`src/rtl/affb_pkg.sv`:
```
package affb_pkg;

	// Number format of every coordinate and matrix word.
	localparam int VALUE_WIDTH   = 32;
	localparam int FRACTION_BITS = 16;

	// Widths derived from the number format.
	localparam int OPND_WIDTH = VALUE_WIDTH + 1;          // centre and extent
	localparam int PROD_WIDTH = 2 * VALUE_WIDTH + 1;      // raw magnitude product
	localparam int RND_WIDTH  = PROD_WIDTH + 1 - FRACTION_BITS;
	localparam int QW         = 60;                       // clamped signed product
	localparam int CMP_WIDTH  = (RND_WIDTH > QW) ? RND_WIDTH : QW;
	localparam int SW         = QW + 3;                   // lane sums

	// Product magnitudes are held within this bound.
	localparam logic [63:0] PCLAMP = 64'd1 << 58;

	typedef logic signed [VALUE_WIDTH-1:0] word_t;
	typedef logic signed [OPND_WIDTH-1:0]  opnd_t;
	typedef logic signed [QW-1:0]          prod_t;
	typedef logic        [QW-2:0]          mag_t;
	typedef logic signed [SW-1:0]          sum_t;

	// Pipeline control that travels with a box.
	typedef struct packed {
		logic valid;
		logic unb;
	} ctl_t;

	// Item commands.
	localparam logic CMD_LOAD = 1'b0;
	localparam logic CMD_BOX  = 1'b1;

	localparam word_t VMAX = {1'b0, {(VALUE_WIDTH-1){1'b1}}};
	localparam word_t VMIN = {1'b1, {(VALUE_WIDTH-1){1'b0}}};
	localparam word_t ONE  = word_t'(1) << FRACTION_BITS;

	// Rounding constant, one half in the product's fraction.
	localparam logic [PROD_WIDTH:0] HALF = (PROD_WIDTH+1)'(1) << (FRACTION_BITS - 1);

	// Saturate a wide lane result to the coordinate width.
	function automatic word_t sat(input sum_t v);
		word_t r;
		if (v > SW'(VMAX)) begin
			r = VMAX;
		end else if (v < SW'(VMIN)) begin
			r = VMIN;
		end else begin
			r = v[VALUE_WIDTH-1:0];
		end
		return r;
	endfunction

endpackage

```
`src/rtl/affb_front.sv`:
```
module affb_front import affb_pkg::*; (
	input  logic       clk,
	input  logic       arst_n,
	input  logic       en,
	input  logic       in_valid,
	input  logic       command,
	input  logic [1:0] column,
	input  word_t      a [3],
	input  word_t      b [3],
	output ctl_t       ctl_s2,
	output opnd_t      ctr_s2 [3],
	output opnd_t      ext_s2 [3],
	output word_t      mat [4][3]
);

	logic       valid_s1;
	logic       cmd_s1;
	logic [1:0] col_s1;
	word_t      a_s1 [3];
	word_t      b_s1 [3];
	word_t      mat_q [4][3];
	opnd_t      ctr_c [3];
	opnd_t      ext_c [3];
	opnd_t      sum_c [3];
	logic       unb_c;

	// Input register.
	always_ff @(posedge clk or negedge arst_n) begin
		if (!arst_n) begin
			valid_s1 <= 1'b0;
		end else if (en) begin
			valid_s1 <= in_valid;
		end
	end

	always_ff @(posedge clk) begin
		if (en) begin
			cmd_s1 <= command;
			col_s1 <= column;
			a_s1   <= a;
			b_s1   <= b;
		end
	end

	// Centre, half extent and unbounded test of a box.
	always_comb begin
		unb_c = 1'b0;
		for (int i = 0; i < 3; i++) begin
			sum_c[i] = OPND_WIDTH'(a_s1[i]) + OPND_WIDTH'(b_s1[i]);
			ctr_c[i] = sum_c[i] >>> 1;
			ext_c[i] = OPND_WIDTH'(b_s1[i]) - ctr_c[i];
			if (a_s1[i] == VMIN || b_s1[i] == VMAX) begin
				unb_c = 1'b1;
			end
		end
	end

	always_ff @(posedge clk or negedge arst_n) begin
		if (!arst_n) begin
			ctl_s2 <= '0;
		end else if (en) begin
			ctl_s2.valid <= valid_s1 && (cmd_s1 == CMD_BOX);
			ctl_s2.unb   <= unb_c;
		end
	end

	always_ff @(posedge clk) begin
		if (en) begin
			ctr_s2 <= ctr_c;
			ext_s2 <= ext_c;
		end
	end

	// Matrix store. A load writes one column as it leaves the input register,
	// so a box sees every load that was accepted before it.
	always_ff @(posedge clk or negedge arst_n) begin
		if (!arst_n) begin
			for (int c = 0; c < 4; c++) begin
				for (int r = 0; r < 3; r++) begin
					mat_q[c][r] <= (c == r) ? ONE : '0;
				end
			end
		end else if (en && valid_s1 && cmd_s1 == CMD_LOAD) begin
			for (int r = 0; r < 3; r++) begin
				mat_q[col_s1][r] <= a_s1[r];
			end
		end
	end

	assign mat = mat_q;

endmodule

```
`config.mk`:
```
export PLATFORM = sky130hd
export DESIGN_NAME = affb_front
export DESIGN_NICKNAME = d
export VERILOG_FILES = /design/src/rtl/affb_pkg.sv /design/src/rtl/affb_front.sv
export SDC_FILE = /design/constraint.sdc
export NUM_CORES = 1
export LEC_CHECK = 0
export BUFFER_PORTS_ARGS = -buffer_cell sky130_fd_sc_hd__clkbuf_2
export CAP_MARGIN = 30
export CORE_AREA = 3 3 307 309
export DETAILED_ROUTE_END_ITERATION = 16
export DIE_AREA = 0 0 310 312
export PLACE_DENSITY = 0.66
export SYNTH_ARGS = -nofsm -noshare
export SYNTH_HDL_FRONTEND = slang
export SYNTH_SLANG_ARGS = --single-unit
```
`constraint.sdc`:
```
create_clock -name clk -period 5.7 [get_ports clk]
set_input_delay 1.14 -clock clk [delete_from_list [all_inputs] [get_ports clk]]
set_output_delay 1.14 -clock clk [all_outputs]
set_load 0.005 [all_outputs]
```
### Word-level counts from Yosys, hierarchy flattened

Index checks and enable logic that the tools add are counted.

| storage, ports and cells | value |
|---|---|
| bits in registers | 777 |
| bits in latches | 0 |
| bits in writable memories | 0 |
| memory bits (read-only) | 0 |
| output and inout port bits | 584 |
| word-level logic and storage cells | 64 |
| memories kept | 0 |

| cells by class | value |
|---|---|
| add/subtract/negate cells | 6 |
| $mul | 0 |
| divide/modulo/power cells | 0 |
| magnitude comparators | 2 |
| equality and inequality tests | 6 |
| shift-type cells | 0 |
| muxes and demuxes | 12 |
| bitwise logic cells | 2 |
| reductions and logical operators | 7 |

Operators by type and width:

| kind | count |
|---|---|
| $bwmux W384 | 3 |
| $demux W96 S2 | 3 |
| $eq A32 B32 Y1 const B | 6 |
| $add A32 B32 Y33 | 3 |
| $sub A32 B32 Y33 | 3 |
| $mux W96 | 1 |
| $mux W64 | 1 |
| $mux W32 | 1 |
| $logic_and A1 B1 Y1 | 4 |
| $ge A3 B3 Y1 const B | 1 |
| $logic_or A1 B1 Y1 | 3 |
| $lt A3 B1 Y1 const B | 1 |
| $mux W1 | 3 |
| $not A2 Y3 | 1 |
| $not A1 Y1 | 1 |

### Logic depth before layout (Yosys ltp)

Gate-level depths: netlist of the first run.

| depth | value |
|---|---|
| depth in word-level cells | 8 |
| depth in mapped cells | 26 |
| gate-level depth less buffers | 26 |

### Least setup slack after synthesis of the first run

OpenSTA, ideal clock, no wires.

| timing | value |
|---|---|
| path kind | register -> register |
| start | register a_s1[71] (netlist bit) |
| end | register ext_s2[95] (netlist bit), data pin |
| library setup time | 0.259 ns |
| arrival | 5.167 ns |
| data required time | 5.441 ns |
| path slack | 0.274 ns |
| cell stages (with the launch flop) | 27 |
| buffers on the path | 0 |
| period minus slack after synthesis | 5.426 ns |
| cells stage by stage | edfxtp_1 > ha_1 > a21o_1 > a21o_1 > a31o_2 > o21a_1 > a21oi_1 > nor2b_1 > o21ai_0 > nand2b_1 > a21o_1 > a21o_1 > xor2_1 > inv_1 > ha_1 > inv_1 > nor2_1 > a311oi_2 > o21bai_1 > a221o_1 > a2111oi_0 > nor4_1 > o2111ai_1 > nand2_2 > a221oi_4 > nor4bb_1 > a211o_1 |

RTL lines:

| what | RTL line | RTL |
|---|---|---|
| start: declaration | affb_front.sv:19 | `word_t a_s1 [3];` |
| start signal: assignment | affb_front.sv:40 | `a_s1 <= a;` |
| end signal: assignment | affb_front.sv:70 | `ext_s2 <= ext_c;` |
| end: declaration | affb_front.sv:12 | `output opnd_t ext_s2 [3],` |

==> results of run 1 <==
## placed cells by master (no fill, tap or decap), types with 28 or more instances in the layout
cell | netlist | routed
xnor2_1 | 105 | 103
ha_1 | 159 | 148
buf_4 | 3 | 130
dfrtp_1 | 384 | 384
nand2b_1 | 30 | 29
mux2_2 | 380 | 380
clkbuf_2 | 0 | 780
nor4_1 | 32 | 30
o21ai_0 | 71 | 66
inv_1 | 150 | 148
a21o_1 | 85 | 85
nand2_1 | 95 | 94
nor2b_1 | 31 | 28
edfxtp_1 | 390 | 390
nor2_1 | 97 | 93
a21oi_1 | 120 | 113
nand4_1 | 51 | 51
nor3_1 | 39 | 36
xor2_1 | 69 | 66
clkbuf_16 | 0 | 89
## through the flow
| step | instances | setup WS, ns |
|---|---|---|
| after floorplan | 2700 | 0.2745 |
| after global placement | 4709 | 0.009011 |
| after detailed placement | 4710 | -0.05478 |
| after CTS | 4870 | -0.02248 |
| after global routing | 4897 | -0.09946 |
| final | 4902 | 0.2093 |
## Yosys cell counts (all sizes together) (6+ instances only)
cell type,instances
o21a,20
edfxtp,390
a31oi,23
mux2,380
dfrtp,384
nor2,97
fa,6
nand3,22
xnor2,105
a221oi,9
o2111ai,6
nand2b,30
a211oi,15
and2,14
nand2,96
a21oi,124
a31o,10
o21bai,26
or3,6
nor4,32
inv,150
or2,13
o31ai,14
and3,14
o311ai,8
nor2b,31
nor3,39
xor2,69
a2111oi,6
o211ai,14
ha,159
a21o,85
buf,7
o21ai,80
nand4,51
clkbuf,65
maj3,23
## how the worst min path moves through the flow
stage	from	endpoint	cells after the start
floorplan	mat[193]	mat[193]	2
global placement	mat[33]	mat[33]	2
detailed placement	mat[225]	mat[225]	2
CTS	mat[225]	mat[225]	2
global route	mat[230]	mat[230]	1
finish	mat[225]	mat[225]	2
## area by class of cell
type	instances	area (µm²)
repair buffers	920	5077
diodes	8	20.02
flip-flops and latches	777	21400
well taps	1186	1484
inverters	150	563.0
fillers	8092	45920
multi-input cells	1701	14420
clock inverters	35	310.3
clock buffers	125	2462
## power by group through the flow
stage                     registers (mW)  clock network (mW)  logic (mW)
after CTS                           8.55                5.60        6.51
after global placement              8.58                   0        6.40
final                               8.55                5.49        6.71
after detailed placement            8.63                   0        6.46
after global routing                8.70                5.82        7.34
after floorplan                     8.58                   0        3.37
## what timing repair did
action,CTS,global route
buffers inserted,0,25
resized for setup,8,75
pin swaps,1,42
endpoints found under the setup margin,7,28
## metal layers
layer  vias to the layer above  part of all wire
met5                         -           0.00023
met4                         4             0.041
met3                       229             0.082
met2                       947              0.48
met1                     12900              0.39
li1                      11940                 -
## sequential cells by signal, summed over array words and instances, names as in the netlist
register and cells:
col_s1 2, mat 384, cmd_s1 1, ext_s2 99, ctl_s2 2, a_s1 96, b_s1 96, valid_s1 1
ctr_s2 96
## critical path, cell delays in order (launching register included)
cell       delay [ns]
edfxtp_1         0.40
ha_1             0.31
a31o_1           0.22
a21oi_2          0.18
buf_4            0.13
buf_4            0.10
o21ai_0          0.06
a21oi_1          0.18
xor2_1           0.25
ha_1             0.35
o41ai_4          0.27
a211oi_2         0.11
a221o_1          0.42
a311oi_4         0.32
o21bai_1         0.15
a221o_1          0.42
a2111oi_4        0.38
nor4_4           0.10
o2111ai_2        0.10
nand2_2          0.12
a221oi_4         0.34
nor4bb_1         0.10
a211o_1          0.23
## kinds of logic after synthesis
kind of cell             count (synthesis)  share of synthesized area
AO/OA/AOI/OAI                          486                    0.09157
XOR/XNOR                               175                    0.04274
adder cells (fa/ha/maj)                188                    0.06465
buffers and inverters                  222                    0.02356
flip-flops                             777                     0.5910
multiplexers                           381                     0.1184
AND/OR/NAND/NOR                        471                    0.06807
==> impl_metrics.yaml, run 1 <==
yosys:
  yosysWarnings: 0
  synth_area_leaders: "edfxtp_1 (32%), dfrtp_1 (27%), mux2_2 (12%)"
  synth_edf_count: 390
  syn-instance-count: 2700
  synth-async-reset-ratio: 0.4981
  synth_nets: 3064
  synthesis.area_um2: 36210
  syn_avg_cell_area_um2: 13.41
  yosysSeqAreaShare: 0.5910
  yosysUniqueCellTypes: 90
  ys_ff_latch: 777
  yosysTopAreaCellShare: 0.3234
  ys.flop_type: "edfxtp_1"
  yosysTopAreaCell: "edfxtp_1"
flow_run:
  cap_violations: 0
sta:
  whs_ns: 0.4794
  fmax_ghz: 0.1821
  rsz0062_at_grt: "true"
  period_minus_slack_ns: 5.491
  hold_violations: 0
  finalCritPeriodShare: 0.9633
  worst_pin_slew_ns: 0.9759
  fin_setup_tns_ns: 0
  slew_headroom: 0.3494
  skew_ns: 0.02325
  setup_viol: 0
  maxSlewViolCount: 0
clock_network:
  clk_latency_ns: 0.66
  root_buffer: "clkbuf_16"
  htreeDepth: 3
  holdBufCountCts: 0
  clk_path_buf_depth: 3
  path_clk_slew_ns: 0.06
  numCtsBuffers: 85
  clock_sinks: 777
  cts_tree: "yes"
hold_path:
  hold_class: "flip-flop to flip-flop"
pwr:
  leakage_nw: 20.56
  power_switching_mw: 6.644
  p_clk_frac: 0.264
  p_per_area_nw_per_um2: 453.6
  p_comb_frac: 0.324
  internal-power_mw: 14.10
  switching_share: 0.3203
  peakVddDrop_v: 0.0003124
  seqPwrFrac: 0.412
  finalPower_mw: 20.75
floorplan:
  core_area_um2: 91660
  dieWidth_um: 310
  die_h_um: 312
  placementRows: 111
  io_pins: 783
  initial_core_util: 0.3950
  die_area_um2: 96720
setup_path:
  cp.arrival_ns: 5.89
  crit_path_start: "b_s1[65]"
  r2r-end: "ext_s2[95]"
  cp-start-kind: "flip-flop"
  critPathCapture: "ext_s2[95]"
  path_max_fanout: 4
  reg2reg_setup_slack_ns: 0.21
  cp-end-kind: "flip-flop"
  worstSetupPathType: "flip-flop to flip-flop"
  cp.required_ns: 6.10
  timing.rr.start: "b_s1[65]"
  rr_worst_depth: 22
routing:
  wl_mm: 115.0
  via_per_inst: 5.306
  vias: 26010
  wl_per_cell_um: 23.45
  ant_nets: 0
  drtPass1Iterations: 5
  drt_iter0_drc: 1971
  drc: 0
global_route:
  use_met1: 0.2795
  met2_usage: 0.3833
  overflow: 0
  use_met3: 0.06892
  grt_pass1_vias: 25840
  busiest_layer: "met2"
  antenna_found_initial: 9
  gr-usage-all-layers: 0.2303
  grt_pass1_wl_mm: 166.4
  grt_max_degree: 139
final_layout:
  drive_gt1_frac: 0.4150
  fin_util: 0.4990
  final_area_um2: 45740
  syn_to_final_growth_pct: 26.31
  fin_nets: 3999
placement:
  gp_congestion: 0.9242
  dpl.hpwl_mm: 87.28
  numPortBuffers: 782
  dpl_cell_area_um2: 42330
run_status:
  status: "completed"
Note: power is estimated with default switching activity, not from simulation.
==> inputs of run 2 (changes only) <==
- ABC_AREA: unset -> 0
- PLACE_DENSITY: 0.66 -> 0.7
==> impl_metrics.yaml, run 2 (synthesis results as in run 1) <==
global_route:
  overflow: 0
  grt_max_degree: 140
  grt_pass1_wl_mm: 164.6
  grt_pass1_vias: 26060
  antenna_found_initial: 13
  gr-usage-all-layers: 0.2256
placement:
  dpl_cell_area_um2: 42160
  numPortBuffers: 782
  gp_congestion: 0.9618
  dpl.hpwl_mm: 85.41
  dp.cells: 4693
floorplan:
  dieWidth_um: 310
  die_h_um: 312
  core_area_um2: 91660
  placementRows: 111
  die_area_um2: 96720
  io_pins: 783
  initial_core_util: 0.3950
clock_network:
  numCtsBuffers: 85
  root_buffer: "clkbuf_16"
  htreeDepth: 3
  clk_path_buf_depth: 3
  cts_tree: "yes"
  path_clk_slew_ns: 0.06
  clock_sinks: 777
  holdBufCountCts: 0
  clk_latency_ns: 0.66
setup_path:
  worstSetupPathType: "flip-flop to flip-flop"
  timing.rr.start: "b_s1[65]"
  max_stage_delay_ns: 0.44
  cp-start-kind: "flip-flop"
  path_common_cell: "a221o_1"
  cp.buffers_inverters: 2
  crit_slowest_cell: "fa_1"
  cp_top_family: "compound AO/OA/AOI/OAI gates"
  cp.arrival_ns: 5.99
  cp.required_ns: 6.11
  path_max_fanout: 5
  reg2reg_setup_slack_ns: 0.12
  cp.depth: 22
  r2r-end: "ext_s2[95]"
  crit_chain: "buf_4 > inv_1 > fa_1 > nor2b_1 > o21ai_1 > a21oi_2 > nor3_1 > or2_2 > ha_4 > o41ai_2 > a211oi_2 > a221o_1 > a311oi_4 > o21bai_1 > a221o_1 > a2111oi_4 > nor4_4 > o2111ai_2 > nand2_2 > a221oi_4 > nor4bb_1 > a211o_1"
  cp-end-kind: "flip-flop"
  rr_worst_depth: 22
sta:
  fin_setup_tns_ns: 0
  finalCritPeriodShare: 0.9794
  setup_viol: 0
  fmax_ghz: 0.1791
  skew_ns: 0.01458
  maxSlewViolCount: 0
  hold_violations: 0
  worst_pin_slew_ns: 1.012
  period_minus_slack_ns: 5.582
  slew_headroom: 0.3250
routing:
  drt_iter0_drc: 1842
  ant_nets: 0
  wl_per_cell_um: 23.28
  drc: 0
  via_per_inst: 5.363
  wl_mm: 113.6
  drtPass1Iterations: 5
  vias: 26170
final_layout:
  largest_reg_flops: 384
  fill_cells: 8008
  area.sequential_um2: 21400
  drive_gt1_frac: 0.4107
  final_common_cell: "clkbuf_2"
  final_area_um2: 45580
  syn_to_final_growth_pct: 25.87
  mostFrequentLayoutCells: "clkbuf_2 (780), edfxtp_1 (390), dfrtp_1 (384)"
  fin_nets: 3975
  multi_input_comb_area_um2: 14440
  stdcell_count: 4880
pwr:
  leakage_nw: 20.46
  power_switching_mw: 6.682
  p_clk_frac: 0.268
  p_per_area_nw_per_um2: 454.7
  internal-power_mw: 14.04
  seqPwrFrac: 0.412
  p_comb_frac: 0.320
  peakVddDrop_v: 0.0002912
  switching_share: 0.3224
hold_path:
  worstHoldPathCells: 2
  whs_endpoint: "mat[65]"
  min_from: "mat[65]"
  hold_class: "flip-flop to flip-flop"
flow_run:
  cap_violations: 0
run_status:
  status: "completed"
-- run 2: worst reg2reg max path: stages, from the launching register on --
cell and delay, ns:
edfxtp_1 0.37, buf_4 0.15, inv_1 0.06, fa_1 0.44, nor2b_1 0.22, o21ai_1 0.12
a21oi_2 0.23, nor3_1 0.06, or2_2 0.32, ha_4 0.20, o41ai_2 0.40, a211oi_2 0.12
a221o_1 0.41, a311oi_4 0.31, o21bai_1 0.15, a221o_1 0.42, a2111oi_4 0.38, nor4_4 0.09
o2111ai_2 0.11, nand2_2 0.12, a221oi_4 0.34, nor4bb_1 0.09, a211o_1 0.24
-- run 2: final cells by class --
class                           instances  share of cell area
Antenna cell                           10           0.0005490
Clock buffer                          124             0.05416
Clock inverter                         36            0.007604
Inverter                              150             0.01235
Multi-Input combinational cell       1701              0.3169
Sequential cell                       777              0.4695
Tap cell                             1186             0.03256
Timing Repair Buffer                  896              0.1064
-- run 2: worst max path at each step --
stage,slack (ns),endpoint,startpoint
2_1_floorplan,0.27,ext_s2[95],a_s1[71]
3_3_place_gp,0.14,ext_s2[95],a_s1[65]
3_5_place_dp,0.01,ext_s2[95],a_s1[65]
4_1_cts,0.05,ext_s2[30],a_s1[1]
5_1_grt,-0.16,ext_s2[96],b_s1[65]
6_report,0.12,ext_s2[95],b_s1[65]
-- run 2: what timing repair did --
action	CTS	global route
gates resized for setup	5	70
cloned	0	0
pin swaps	1	35
setup endpoints to repair	4	27
buffers inserted	0	17
-- run 2: through the flow --
| step | hold WS, ns | worst slack [ns] | utilization | total power, mW |
|---|---|---|---|---|
| global route | 0.5087 | -0.1588 | 0.4971 | 21.81 |
| CTS | 0.4866 | 0.04603 | 0.4908 | 20.62 |
| detailed placement | 0.4737 | 0.01390 | 0.4599 | 15.01 |
| finish | 0.4809 | 0.1176 | 0.4972 | 20.73 |
| floorplan | 0.4733 | 0.2745 | - | 11.94 |
| global placement | 0.4628 | 0.1419 | 0.4599 | 14.89 |
-- run 2: per-layer routing --
metal,GRT usage,wire (µm)
met4,0.08536,4468
met3,0.06282,9040
met1,0.2802,45790
met5,0,46
met2,0.3737,54260
-- run 2: power by group through the flow --
| stage | combinational (mW) | sequential [mW] | clock, mW |
|---|---|---|---|
| floorplan | 3.37 | 8.58 | 0 |
| global placement | 6.32 | 8.57 | 0 |
| detailed placement | 6.39 | 8.62 | 0 |
| CTS | 6.44 | 8.54 | 5.64 |
| global route | 7.23 | 8.70 | 5.88 |
| finish | 6.63 | 8.54 | 5.55 |
==> inputs of run 3 (changes only) <==
- clock period: 5.7 -> 5.1 ns (I/O delays scaled with it)
==> impl_metrics.yaml, run 3 (synthesis results as in run 1) <==
run_status:
  status: "complete, but fails checks"
  failed_checks: "negative setup slack"
clock_network:
  clk_latency_ns: 0.64
  path_clk_slew_ns: 0.06
  numCtsBuffers: 83
  root_buffer: "clkbuf_16"
  clock_sinks: 777
  holdBufCountCts: 0
  htreeDepth: 3
  clk_path_buf_depth: 3
  cts_tree: "yes"
floorplan:
  dieWidth_um: 310
  initial_core_util: 0.3950
  io_pins: 783
  core_area_um2: 91660
  die_h_um: 312
  placementRows: 111
  die_area_um2: 96720
pwr:
  leakage_nw: 22.17
  peakVddDrop_v: 0.0003303
  p_per_area_nw_per_um2: 499.3
placement:
  gp_congestion: 0.9292
  place_worst_setup_slack_ns: -0.4775
  numPortBuffers: 782
  dpl.hpwl_mm: 89.18
global_route:
  antenna_found_initial: 17
  overflow: 0
  grt_pass1_wl_mm: 172.4
  grt_max_degree: 122
  grt_pass1_vias: 27820
  gr-usage-all-layers: 0.2361
setup_path:
  cp.buffers_inverters: 3
  cp-start-kind: "flip-flop"
  cp.depth: 23
  cp_top_family: "compound AO/OA/AOI/OAI gates"
  cp-end-kind: "flip-flop"
  cp.required_ns: 5.48
  rr_worst_depth: 23
  cp.arrival_ns: 5.81
  crit_chain: "ha_1 > a31o_1 > a21oi_2 > buf_4 > buf_4 > o21ai_0 > a21oi_1 > xor2_1 > ha_1 > o41ai_4 > a211oi_2 > a221o_1 > a311oi_4 > a2bb2oi_2 > a221o_1 > a2111oi_4 > nor4_4 > o2111ai_2 > nand2_2 > a221oi_4 > buf_6 > a21oi_2 > xor2_1"
  crit_slowest_cell: "a221o_1"
  reg2reg_setup_slack_ns: -0.33
  r2r-end: "ext_s2[97]"
  critPathCapture: "ext_s2[97]"
  path_max_fanout: 3
  timing.rr.start: "a_s1[65]"
  crit_path_start: "a_s1[65]"
  worstSetupPathType: "flip-flop to flip-flop"
  max_stage_delay_ns: 0.44
sta:
  setup_viol: 13
  period_minus_slack_ns: 5.429
  maxSlewViolCount: 0
  fmax_ghz: 0.1842
  finalCritPeriodShare: 1.064
  hold_violations: 0
  worst_pin_slew_ns: 0.9287
  rsz0062_at_grt: "true"
  setup_slack_ns: -0.3288
  slew_headroom: 0.3809
  fin_setup_tns_ns: -1.208
  skew_ns: 0.01658
routing:
  wl_mm: 118.5
  via_per_inst: 5.311
  ant_nets: 0
  vias: 27630
  drtPass1Iterations: 5
  wl_per_cell_um: 22.78
  drc: 0
  drt_iter0_drc: 1815
final_layout:
  mostFrequentLayoutCells: "clkbuf_2 (780), buf_4 (417), edfxtp_1 (390)"
  largest_reg_flops: 384
  syn_to_final_growth_pct: 34.38
  multi_input_comb_area_um2: 15060
  fin_util: 0.5309
  fin_nets: 4302
  drive_gt1_frac: 0.4842
  fill_cells: 7767
  final_common_cell: "clkbuf_2"
  area.sequential_um2: 21400
hold_path:
  hold_class: "input pin to async pin"
flow_run:
  cap_violations: 0
## run 3: cell count changes in the layout (fill, tap and decap cells not counted), sizes merged
cell	before	now
bufinv	3	2
diode	10	9
clkinv	22	25
inv	159	160
clkbuf	904	895
buf	116	445
## run 3: metrics by stage
stage / total power, mW / instance area (µm²) / hold slack (ns) / std cells
after floorplan: 13.39 / 36320 / 0.4733 / 2700
after global placement: 17.37 / 44310 / 0.4656 / 4963
after detailed placement: 17.54 / 44320 / 0.4728 / 4964
after CTS: 24.07 / 47980 / 0.4484 / 5169
after global routing: 25.54 / 48660 / 0.5070 / 5200
final: 24.29 / 48660 / 0.4544 / 5202
## run 3: power breakdown
| group | total (mW) | internal, mW | switching (mW) |
|---|---|---|---|
| Combinational | 8.72 | 4.47 | 4.25 |
| Sequential | 9.55 | 8.59 | 0.960 |
| Clock | 6.03 | 3.45 | 2.57 |
| Total | 24.3 | 16.5 | 7.78 |
## run 3: cell type report
type / count / share of cell area
Antenna cell: 9 / 0.0004628
Clock buffer: 115 / 0.04983
Clock inverter: 39 / 0.005914
Inverter: 150 / 0.01167
Multi-Input combinational cell: 1701 / 0.3095
Sequential cell: 777 / 0.4398
Tap cell: 1186 / 0.03050
Timing Repair Buffer: 1225 / 0.1523
## run 3: how the worst min path moves through the flow
stage | startpoint | to | slack (ns) | cells after the start
after floorplan | mat[193] | mat[193] | 0.47 | 2
after global placement | mat[33] | mat[33] | 0.47 | 2
after detailed placement | mat[33] | mat[33] | 0.47 | 2
after CTS | arst_n | mat[244] | 0.45 | 1
after global routing | arst_n | mat[246] | 0.51 | 1
final | arst_n | mat[246] | 0.45 | 1
## run 3: worst reg2reg max path: cells and delay by family (launching register included)
kind / cells / cell delay, ns
buffers and inverters: 3 / 0.39
adders and majority gates: 2 / 0.62
and+or+nand+nor: 2 / 0.20
xor gates and xnor gates: 2 / 0.35
DFF: 1 / 0.41
AOI/OAI and AO/OA: 14 / 3.21
## run 3: metal layers
metal / vias to the layer above / global-route usage / wire, µm
met5: - / 0 / 92
li1: 12530 / - / -
met1: 13770 / 0.2854 / 46470
met2: 1063 / 0.4012 / 57900
met4: 12 / 0.09772 / 4951
met3: 256 / 0.05875 / 9106
## run 3: repair_timing
action,in CTS,in global routing
buffers inserted,52,30
resized for setup,115,99
setup endpoints to repair,31,32
pin swaps,92,110
